<file path="config.mk">
export PLATFORM = sky130hd
export DESIGN_NAME = line_point_rasterizer
export DESIGN_NICKNAME = d
export VERILOG_FILES = /design/src/design/lpr_pkg.sv /design/src/design/lpr_front.sv /design/src/design/lpr_queue.sv /design/src/design/lpr_walk.sv /design/src/design/line_point_rasterizer.sv
export SDC_FILE = /design/constraint.sdc
export NUM_CORES = 1
export LEC_CHECK = 0
export ABC_AREA = 1
export BUFFER_PORTS_ARGS = -buffer_cell sky130_fd_sc_hd__buf_2
export CORE_MARGIN = 2
export CORE_UTILIZATION = 35
export DETAILED_ROUTE_END_ITERATION = 8
export GPL_ROUTABILITY_DRIVEN = 0
export PLACE_DENSITY = 0.53
export SYNTH_ARGS = -nofsm -noshare
export SYNTH_HDL_FRONTEND = slang
export SYNTH_SLANG_ARGS = --single-unit
</file>
<file path="constraint.sdc">
create_clock -name aclk -period 8.3 [get_ports aclk]
set_clock_uncertainty 0.2 [all_clocks]
set_input_delay 0 -clock aclk [delete_from_list [all_inputs] [get_ports aclk]]
set_output_delay 0 -clock aclk [all_outputs]
set_load 0.01 [all_outputs]
</file>
<file path="src/design/lpr_pkg.sv">
// shared types and constants for the line point rasterizer
`timescale 1ns / 1ps

package lpr_pkg;

    // field widths fixed by the interface
    localparam int COORD_W = 6;
    localparam int COLOR_W = 32;
    localparam int CANVAS_W = 7;
    // error term width, holds twice the largest step plus sign
    localparam int ERR_W = 9;

    // configuration register indexes
    localparam logic [0:0] CFG_CANVAS_WIDTH  = 1'b0;
    localparam logic [0:0] CFG_CANVAS_HEIGHT = 1'b1;

    // one line command on the input channel
    typedef struct packed {
        logic [COORD_W-1:0] start_x;
        logic [COORD_W-1:0] start_y;
        logic [COORD_W-1:0] end_x;
        logic [COORD_W-1:0] end_y;
        logic [COLOR_W-1:0] line_color;
    } in_word_t;

    // one emitted point on the result channel
    typedef struct packed {
        logic [COORD_W-1:0] point_x;
        logic [COORD_W-1:0] point_y;
        logic               inside_res;
        logic [COLOR_W-1:0] point_color;
        logic               last;
    } out_word_t;

    // classified command handed from front to walker
    typedef struct packed {
        logic [COORD_W-1:0]      start_x;
        logic [COORD_W-1:0]      start_y;
        logic [COORD_W-1:0]      end_x;
        logic [COORD_W-1:0]      end_y;
        logic signed [ERR_W-1:0] dx;
        logic signed [ERR_W-1:0] dy;
        logic                    x_inc;
        logic                    y_inc;
        logic [COLOR_W-1:0]      color;
    } cmd_t;

    // canvas size for the inside test
    typedef struct packed {
        logic [CANVAS_W-1:0] width;
        logic [CANVAS_W-1:0] height;
    } canvas_t;

endpackage

</file>
<file path="src/design/lpr_front.sv">
// front end: masks endpoints and works out deltas and step directions
`timescale 1ns / 1ps

module lpr_front #(
    parameter int COORD_BITS = 6
) (
    input  lpr_pkg::in_word_t s_word,
    output lpr_pkg::cmd_t     cmd
);

    localparam logic [lpr_pkg::COORD_W-1:0] COORD_MASK =
        lpr_pkg::COORD_W'((1 << COORD_BITS) - 1);
    localparam int PAD_W = lpr_pkg::ERR_W - lpr_pkg::COORD_W;

    logic [lpr_pkg::COORD_W-1:0] sx, sy, ex, ey;
    logic [lpr_pkg::COORD_W-1:0] adx, ady;

    // endpoints taken modulo the coordinate range
    assign sx = s_word.start_x & COORD_MASK;
    assign sy = s_word.start_y & COORD_MASK;
    assign ex = s_word.end_x & COORD_MASK;
    assign ey = s_word.end_y & COORD_MASK;

    // absolute differences
    assign adx = (ex > sx) ? (ex - sx) : (sx - ex);
    assign ady = (ey > sy) ? (ey - sy) : (sy - ey);

    // classified command, dy carried negative
    always_comb begin
        cmd.start_x = sx;
        cmd.start_y = sy;
        cmd.end_x   = ex;
        cmd.end_y   = ey;
        cmd.dx      = $signed({{PAD_W{1'b0}}, adx});
        cmd.dy      = -$signed({{PAD_W{1'b0}}, ady});
        cmd.x_inc   = (sx < ex);
        cmd.y_inc   = (sy < ey);
        cmd.color   = s_word.line_color;
    end

endmodule

</file>
<file path="src/design/lpr_queue.sv">
// two-entry command queue between front end and walker
`timescale 1ns / 1ps

module lpr_queue (
    input  logic          aclk,
    input  logic          aresetn,
    input  logic          push,
    input  lpr_pkg::cmd_t push_word,
    output logic          not_full,
    input  logic          pop,
    output logic          not_empty,
    output lpr_pkg::cmd_t pop_word
);

    lpr_pkg::cmd_t entry_reg [2];
    logic       wr_ptr_reg, wr_ptr_next;
    logic       rd_ptr_reg, rd_ptr_next;
    logic [1:0] count_reg, count_next;

    assign not_full  = (count_reg != 2'd2);
    assign not_empty = (count_reg != 2'd0);
    assign pop_word  = entry_reg[rd_ptr_reg];

    // pointer and fill count update
    always_comb begin
        wr_ptr_next = wr_ptr_reg ^ push;
        rd_ptr_next = rd_ptr_reg ^ pop;
        count_next  = count_reg + {1'b0, push} - {1'b0, pop};
    end

    always_ff @(posedge aclk) begin
        if (!aresetn) begin
            wr_ptr_reg <= 1'b0;
            rd_ptr_reg <= 1'b0;
            count_reg  <= 2'd0;
        end else begin
            wr_ptr_reg <= wr_ptr_next;
            rd_ptr_reg <= rd_ptr_next;
            count_reg  <= count_next;
        end
    end

    // entry storage
    always_ff @(posedge aclk) begin
        if (push) begin
            entry_reg[wr_ptr_reg] <= push_word;
        end
    end

`ifndef NO_ASSERTIONS
    a_count_bound: assert property (@(posedge aclk) disable iff (!aresetn)
        count_reg <= 2'd2)
        else $error("queue fill count beyond depth");
    a_push_lands: assert property (@(posedge aclk) disable iff (!aresetn)
        push && !pop |=> not_empty)
        else $error("pushed word not visible in queue");
`endif

endmodule

</file>
<file path="src/design/lpr_walk.sv">
// back end: walks the error-term line and emits one point per cycle while the output slot is free
`timescale 1ns / 1ps

module lpr_walk (
    input  logic               aclk,
    input  logic               aresetn,
    input  lpr_pkg::canvas_t   canvas,
    input  logic               q_valid,
    input  lpr_pkg::cmd_t      q_word,
    output logic               q_pop,
    output logic               m_valid,
    input  logic               m_ready,
    output lpr_pkg::out_word_t m_word
);

    localparam int CW = lpr_pkg::COORD_W;
    localparam int EW = lpr_pkg::ERR_W;

    logic                   busy_reg, busy_next;
    logic                   m_valid_reg, m_valid_next;
    lpr_pkg::out_word_t     m_word_reg, m_word_next;
    lpr_pkg::cmd_t          cmd_reg, cmd_next;
    logic [CW-1:0]          px_reg, px_next;
    logic [CW-1:0]          py_reg, py_next;
    logic signed [EW-1:0]   err_reg, err_next;

    logic signed [EW:0]     e2;
    logic                   step_x, step_y, done, in_canvas;
    logic signed [EW-1:0]   add_x, add_y;

    assign m_valid = m_valid_reg;
    assign m_word  = m_word_reg;

    // error-term decisions for the current point
    assign e2     = {err_reg, 1'b0};
    assign step_x = (e2 >= $signed({cmd_reg.dy[EW-1], cmd_reg.dy}));
    assign step_y = (e2 <= $signed({cmd_reg.dx[EW-1], cmd_reg.dx}));
    assign add_x  = step_x ? cmd_reg.dy : '0;
    assign add_y  = step_y ? cmd_reg.dx : '0;
    assign done   = (px_reg == cmd_reg.end_x) && (py_reg == cmd_reg.end_y);
    assign in_canvas = ({1'b0, px_reg} < canvas.width) && ({1'b0, py_reg} < canvas.height);

    // load a command, then emit and step while the output slot is free
    always_comb begin
        busy_next    = busy_reg;
        m_valid_next = m_valid_reg;
        m_word_next  = m_word_reg;
        cmd_next     = cmd_reg;
        px_next      = px_reg;
        py_next      = py_reg;
        err_next     = err_reg;
        q_pop        = 1'b0;
        if (m_valid_reg && m_ready) begin
            m_valid_next = 1'b0;
        end
        if (!busy_reg) begin
            if (q_valid) begin
                q_pop     = 1'b1;
                busy_next = 1'b1;
                cmd_next  = q_word;
                px_next   = q_word.start_x;
                py_next   = q_word.start_y;
                err_next  = q_word.dx + q_word.dy;
            end
        end else if (!m_valid_reg || m_ready) begin
            m_valid_next            = 1'b1;
            m_word_next.point_x     = px_reg;
            m_word_next.point_y     = py_reg;
            m_word_next.inside_res  = in_canvas;
            m_word_next.point_color = cmd_reg.color;
            m_word_next.last        = done;
            if (done) begin
                busy_next = 1'b0;
            end else begin
                err_next = err_reg + add_x + add_y;
                if (step_x) begin
                    px_next = cmd_reg.x_inc ? px_reg + 1'b1 : px_reg - 1'b1;
                end
                if (step_y) begin
                    py_next = cmd_reg.y_inc ? py_reg + 1'b1 : py_reg - 1'b1;
                end
            end
        end
    end

    // control flags
    always_ff @(posedge aclk) begin
        if (!aresetn) begin
            busy_reg    <= 1'b0;
            m_valid_reg <= 1'b0;
        end else begin
            busy_reg    <= busy_next;
            m_valid_reg <= m_valid_next;
        end
    end

    // walk state and output word
    always_ff @(posedge aclk) begin
        m_word_reg <= m_word_next;
        cmd_reg    <= cmd_next;
        px_reg     <= px_next;
        py_reg     <= py_next;
        err_reg    <= err_next;
    end

`ifndef NO_ASSERTIONS
    a_pop_idle: assert property (@(posedge aclk) disable iff (!aresetn)
        q_pop |-> !busy_reg)
        else $error("command taken while a line is still being walked");
    a_end_marks_last: assert property (@(posedge aclk) disable iff (!aresetn)
        $past(aresetn) && $fell(busy_reg) |-> m_valid_reg && m_word_reg.last)
        else $error("line finished without a last point");
    a_last_is_end: assert property (@(posedge aclk) disable iff (!aresetn)
        m_valid_reg && m_word_reg.last && !busy_reg |->
            m_word_reg.point_x == cmd_reg.end_x && m_word_reg.point_y == cmd_reg.end_y)
        else $error("last point differs from end point");
`endif

endmodule

</file>
<file path="src/design/line_point_rasterizer.sv">
// top level of the line point rasterizer: config registers, front end, queue, walker
//
//  channel | ports                           | word
//  --------+---------------------------------+----------------------------------
//  input   | s_valid, s_ready, s_word        | line command (endpoints, colour)
//  result  | m_valid, m_ready, m_word        | one point with inside flag, last
//  config  | cfg_valid, cfg_ready, cfg_index | canvas width / height, cfg_data
//
// for a line of N = max(|dx|,|dy|)+1 points the walker first loads the command from
// the queue, then emits one point per cycle from the step loop while the output slot is free
// the front end classifies a command in the accepting cycle; two commands can wait
// in the queue while a line is walked, so s_ready drops only when it is full
// a stalled result holds the walker; reset empties the queue and drops any line
// canvas registers reset to 64 by 64 and are always ready for a write
`timescale 1ns / 1ps

module line_point_rasterizer #(
    parameter int COORD_BITS = 6
) (
    input  logic                              aclk,
    input  logic                              aresetn,
    input  logic                              s_valid,
    output logic                              s_ready,
    input  lpr_pkg::in_word_t                 s_word,
    output logic                              m_valid,
    input  logic                              m_ready,
    output lpr_pkg::out_word_t                m_word,
    input  logic                              cfg_valid,
    output logic                              cfg_ready,
    input  logic [0:0]                        cfg_index,
    input  logic [lpr_pkg::CANVAS_W-1:0]      cfg_data
);

    lpr_pkg::canvas_t canvas_reg, canvas_next;
    lpr_pkg::cmd_t    front_cmd, q_word;
    logic             q_not_full, q_not_empty, q_pop, push;

    assign cfg_ready = 1'b1;
    assign s_ready   = q_not_full;
    assign push      = s_valid && q_not_full;

    // canvas register writes
    always_comb begin
        canvas_next = canvas_reg;
        if (cfg_valid) begin
            case (cfg_index)
                lpr_pkg::CFG_CANVAS_WIDTH:  canvas_next.width  = cfg_data;
                lpr_pkg::CFG_CANVAS_HEIGHT: canvas_next.height = cfg_data;
                default:                    canvas_next = canvas_reg;
            endcase
        end
    end

    always_ff @(posedge aclk) begin
        if (!aresetn) begin
            canvas_reg.width  <= lpr_pkg::CANVAS_W'(64);
            canvas_reg.height <= lpr_pkg::CANVAS_W'(64);
        end else begin
            canvas_reg <= canvas_next;
        end
    end

    // command classification
    lpr_front #(
        .COORD_BITS(COORD_BITS)
    ) u_front (
        .s_word(s_word),
        .cmd   (front_cmd)
    );

    // decoupling queue
    lpr_queue u_queue (
        .aclk     (aclk),
        .aresetn  (aresetn),
        .push     (push),
        .push_word(front_cmd),
        .not_full (q_not_full),
        .pop      (q_pop),
        .not_empty(q_not_empty),
        .pop_word (q_word)
    );

    // line walker
    lpr_walk u_walk (
        .aclk   (aclk),
        .aresetn(aresetn),
        .canvas (canvas_reg),
        .q_valid(q_not_empty),
        .q_word (q_word),
        .q_pop  (q_pop),
        .m_valid(m_valid),
        .m_ready(m_ready),
        .m_word (m_word)
    );

endmodule

</file>
==> flow_summary_export.csv <==
group,metric,value,unit
placement,port_buffers,116,
global_routing,gr-total-overflow,0,
cts,cts_buffers,31,
timing,period_minus_slack,4003,ps
critical_path,timing.rr.start,"u_walk.err_reg[8]",
critical_path,reg2reg_slack,4300,ps
timing,hold_violations,0,
cts,cts_tree,"built",
critical_path,cp_data_required_time,8420,ps
synthesis,synth_area_leaders,"edfxtp_1 62%, nand2_1 8.5%, ha_1 7.2%, inv_1 3.8%, dfxtp_1 3.2%",
route,wl_per_cell,14.66,um
route,drt-initial-drc-count,364,
timing,rsz0062_at_grt,"false",
layout,register_area,8650,um2
synthesis,syn_avg_cell_area,11.66,um2
hold_path,min_to,"u_queue.entry_reg[0][49]",
hold_path,whs_path_depth,2,
cts,numClockSinks,295,
synthesis,synthArstFlopShare,0,%
critical_path,reg2reg_to,"u_walk.err_reg[7]",
timing,fin_crit_sh,48.23,%
cts,cts-root-buf,"clkbuf_16",
global_routing,antenna_found_initial,1,
hold_path,hold_class,"in -> reg",
layout,multi_input_area,4025,um2
timing,finalMaxSlewViolations,0,
die,dieHeight,198.7,um
die,io_pins,118,
critical_path,cp_data_arrival_time,4120,ps
synthesis,seq_area_frac_synth,65.18,%
synthesis,synth_top_area_cell,"edfxtp_1",
cts,cts_setup_buffers,0,
hold_path,hp-start,"s_word[32]",
critical_path,worstRegToRegCells,21,
layout,diodes,0,
global_routing,grt_pass1_vias,8441,
pwr,power.density,351.1,nW/um2
global_routing,track_usage,14.44,%
layout,nets,1554,
pwr,power,5840,uW
status,status,"completed",
synthesis,yosys_warnings,0,
route,dr.pass1.iters,7,
layout,syn2layout_area_growth,25.38,%
layout,drive_gt1_share,13.59,%
die,rows,71,
synthesis,synth_cell_types,45,
synthesis,syn-num-nets,1297,
timing,setup_tns,0,ps
cts,htree_levels,1,
critical_path,cp-start-kind,"register",
route,vias,8533,
route,drc,0,
critical_path,critical_path_class,"reg -> reg",
critical_path,crit_path_end_kind,"register",
route,ant_nets,0,
global_routing,grt_first_pass_wirelength,44360,um
die,core,37490,um2
pwr,p_leak,0.006957,uW
cts,clockBufferDepth,3,
global_routing,grt_max_degree,74,
die,die_area,39490,um2
synthesis,synth_edf_count,274,
die,dieWidth,198.7,um
job,maxCapViolations,0,
synthesis,syn_area,13270,um2
die,start_util,35.39,%
layout,final_common_cell,"nand2_1",
placement,dp_hpwl,18280,um
route,routed_wl,28220,um
synthesis,ys.flop_type,"edfxtp_1",
cts,clkTransAtPathRegs,60,ps
synthesis,synth-seq-cells,295,
synthesis,synth_cells,1138,
synthesis,synth_top_area_share,62.01,%
layout,fill_cells,3525,
pwr,ir_drop,0.1789,mV
timing,timing.slew.headroom,23.82,%
critical_path,crit_fanout,9,
layout,most-common-layout-cells,"299 x nand2_1, 274 x edfxtp_1, 134 x inv_1, 125 x dlygate4sd3_1, 116 x buf_2",
cts,insertion_delay,570,ps
route,vias_per_cell,4.435,
layout,largest_register_ffs,146,
timing,finalSetupViolCount,0,
timing,tightest_slew,1143,ps
timing,fmaxAchievable,249.8,MHz
-- where the power goes --
group          internal (uW)  switching (uW)  total, uW
combinational            764            1390       2160
sequential              2230             193       2430
clock                    715             540       1260
total                   3710            2130       5840
-- worst max-delay path, stage by stage, from the launching register on --
cell and delay (ps):
edfxtp_1 440, ha_1 370, nand2_1 80, nor2_1 150, nand3_1 120, nand3_1 100, nand2_1 50, nand2_1 260
nand2_1 120, fa_1 490, inv_1 40, ha_1 200, inv_1 70, fa_1 150, inv_1 50, nand3_1 70
nand2_1 90, a21oi_1 140, nor2_1 50, or2_2 270, o21ai_0 150, nand2_1 70
-- through the flow --
stage          instances  worst slack [ps]  util [%]  cell area (um2)  hold WS [ps]
2_1_floorplan       1138              3717         -            13270        -101.1
3_3_place_gp        1748              4374     38.65            14490        -10.61
3_5_place_dp        1748              4297     38.65            14490        -8.376
4_1_cts             1924              4270     44.38            16640         1.319
5_1_grt             1924              4003     44.38            16640         18.22
6_report            1924              4297     44.38            16640         6.423
-- Yosys cell counts, types with 2 or more instances --
cell type,count
o211ai_1,4
buf_1,6
buf_2,2
inv_1,134
dfxtp_1,21
nor2_1,61
o21ai_1,2
xor2_1,22
or2_2,4
ha_1,76
clkbuf_1,16
a31oi_1,3
nand4_1,5
a21oi_1,65
nand2_2,10
nand3_1,26
o22ai_1,9
mux2_1,2
a22oi_1,2
fa_1,14
inv_2,3
o21bai_1,2
o21ai_0,43
mux2i_1,2
xnor2_1,11
edfxtp_1,274
nand2_1,299
nor2_2,2
a21o_1,2
-- what timing repair did --
item                                   4_1_cts  5_1_grt
endpoints found under the hold margin      153        0
gates resized for setup                      0        0
hold buffers                               125        0
-- worst max-delay path by stage --
stage | depth (start not counted) | to | from
floorplan | 8 | u_queue.count_reg[1] | u_walk.busy_reg
global placement | 21 | u_walk.err_reg[7] | u_walk.err_reg[8]
detailed placement | 21 | u_walk.err_reg[7] | u_walk.err_reg[8]
CTS | 21 | u_walk.err_reg[7] | u_walk.err_reg[8]
global route | 21 | u_walk.err_reg[7] | u_walk.err_reg[8]
finish | 21 | u_walk.err_reg[7] | u_walk.err_reg[8]
-- cells by family (layout without fill, tap and decap cells) --
| family | after synthesis | in the layout | synth area share [%] |
|---|---|---|---|
| simple gates | 410 | 410 | 12.32 |
| flops | 295 | 295 | 65.18 |
| buf+inv | 165 | 440 | 4.790 |
| compound gates | 140 | 140 | 5.903 |
| fa+ha+maj | 90 | 90 | 9.279 |
| xor+xnor | 33 | 33 | 2.178 |
| mux | 4 | 4 | 0.3206 |
| other cells | 1 | 1 | 0.02826 |
-- area by class of cell --
cell class,count,area share [%]
Tap cell,511,3.843
Clock inverter,7,0.4287
Inverter,138,3.121
Clock buffer,44,4.956
Timing Repair Buffer,251,11.46
Sequential cell,295,51.99
Multi-Input combinational cell,678,24.20
-- layer usage --
layer	global-route usage (%)	wire (um)
met3	1.865	941
met4	4.035	552
met1	18.58	12630
met5	0	0
met2	25.51	14090
Power figures use the tool's default switching activity.
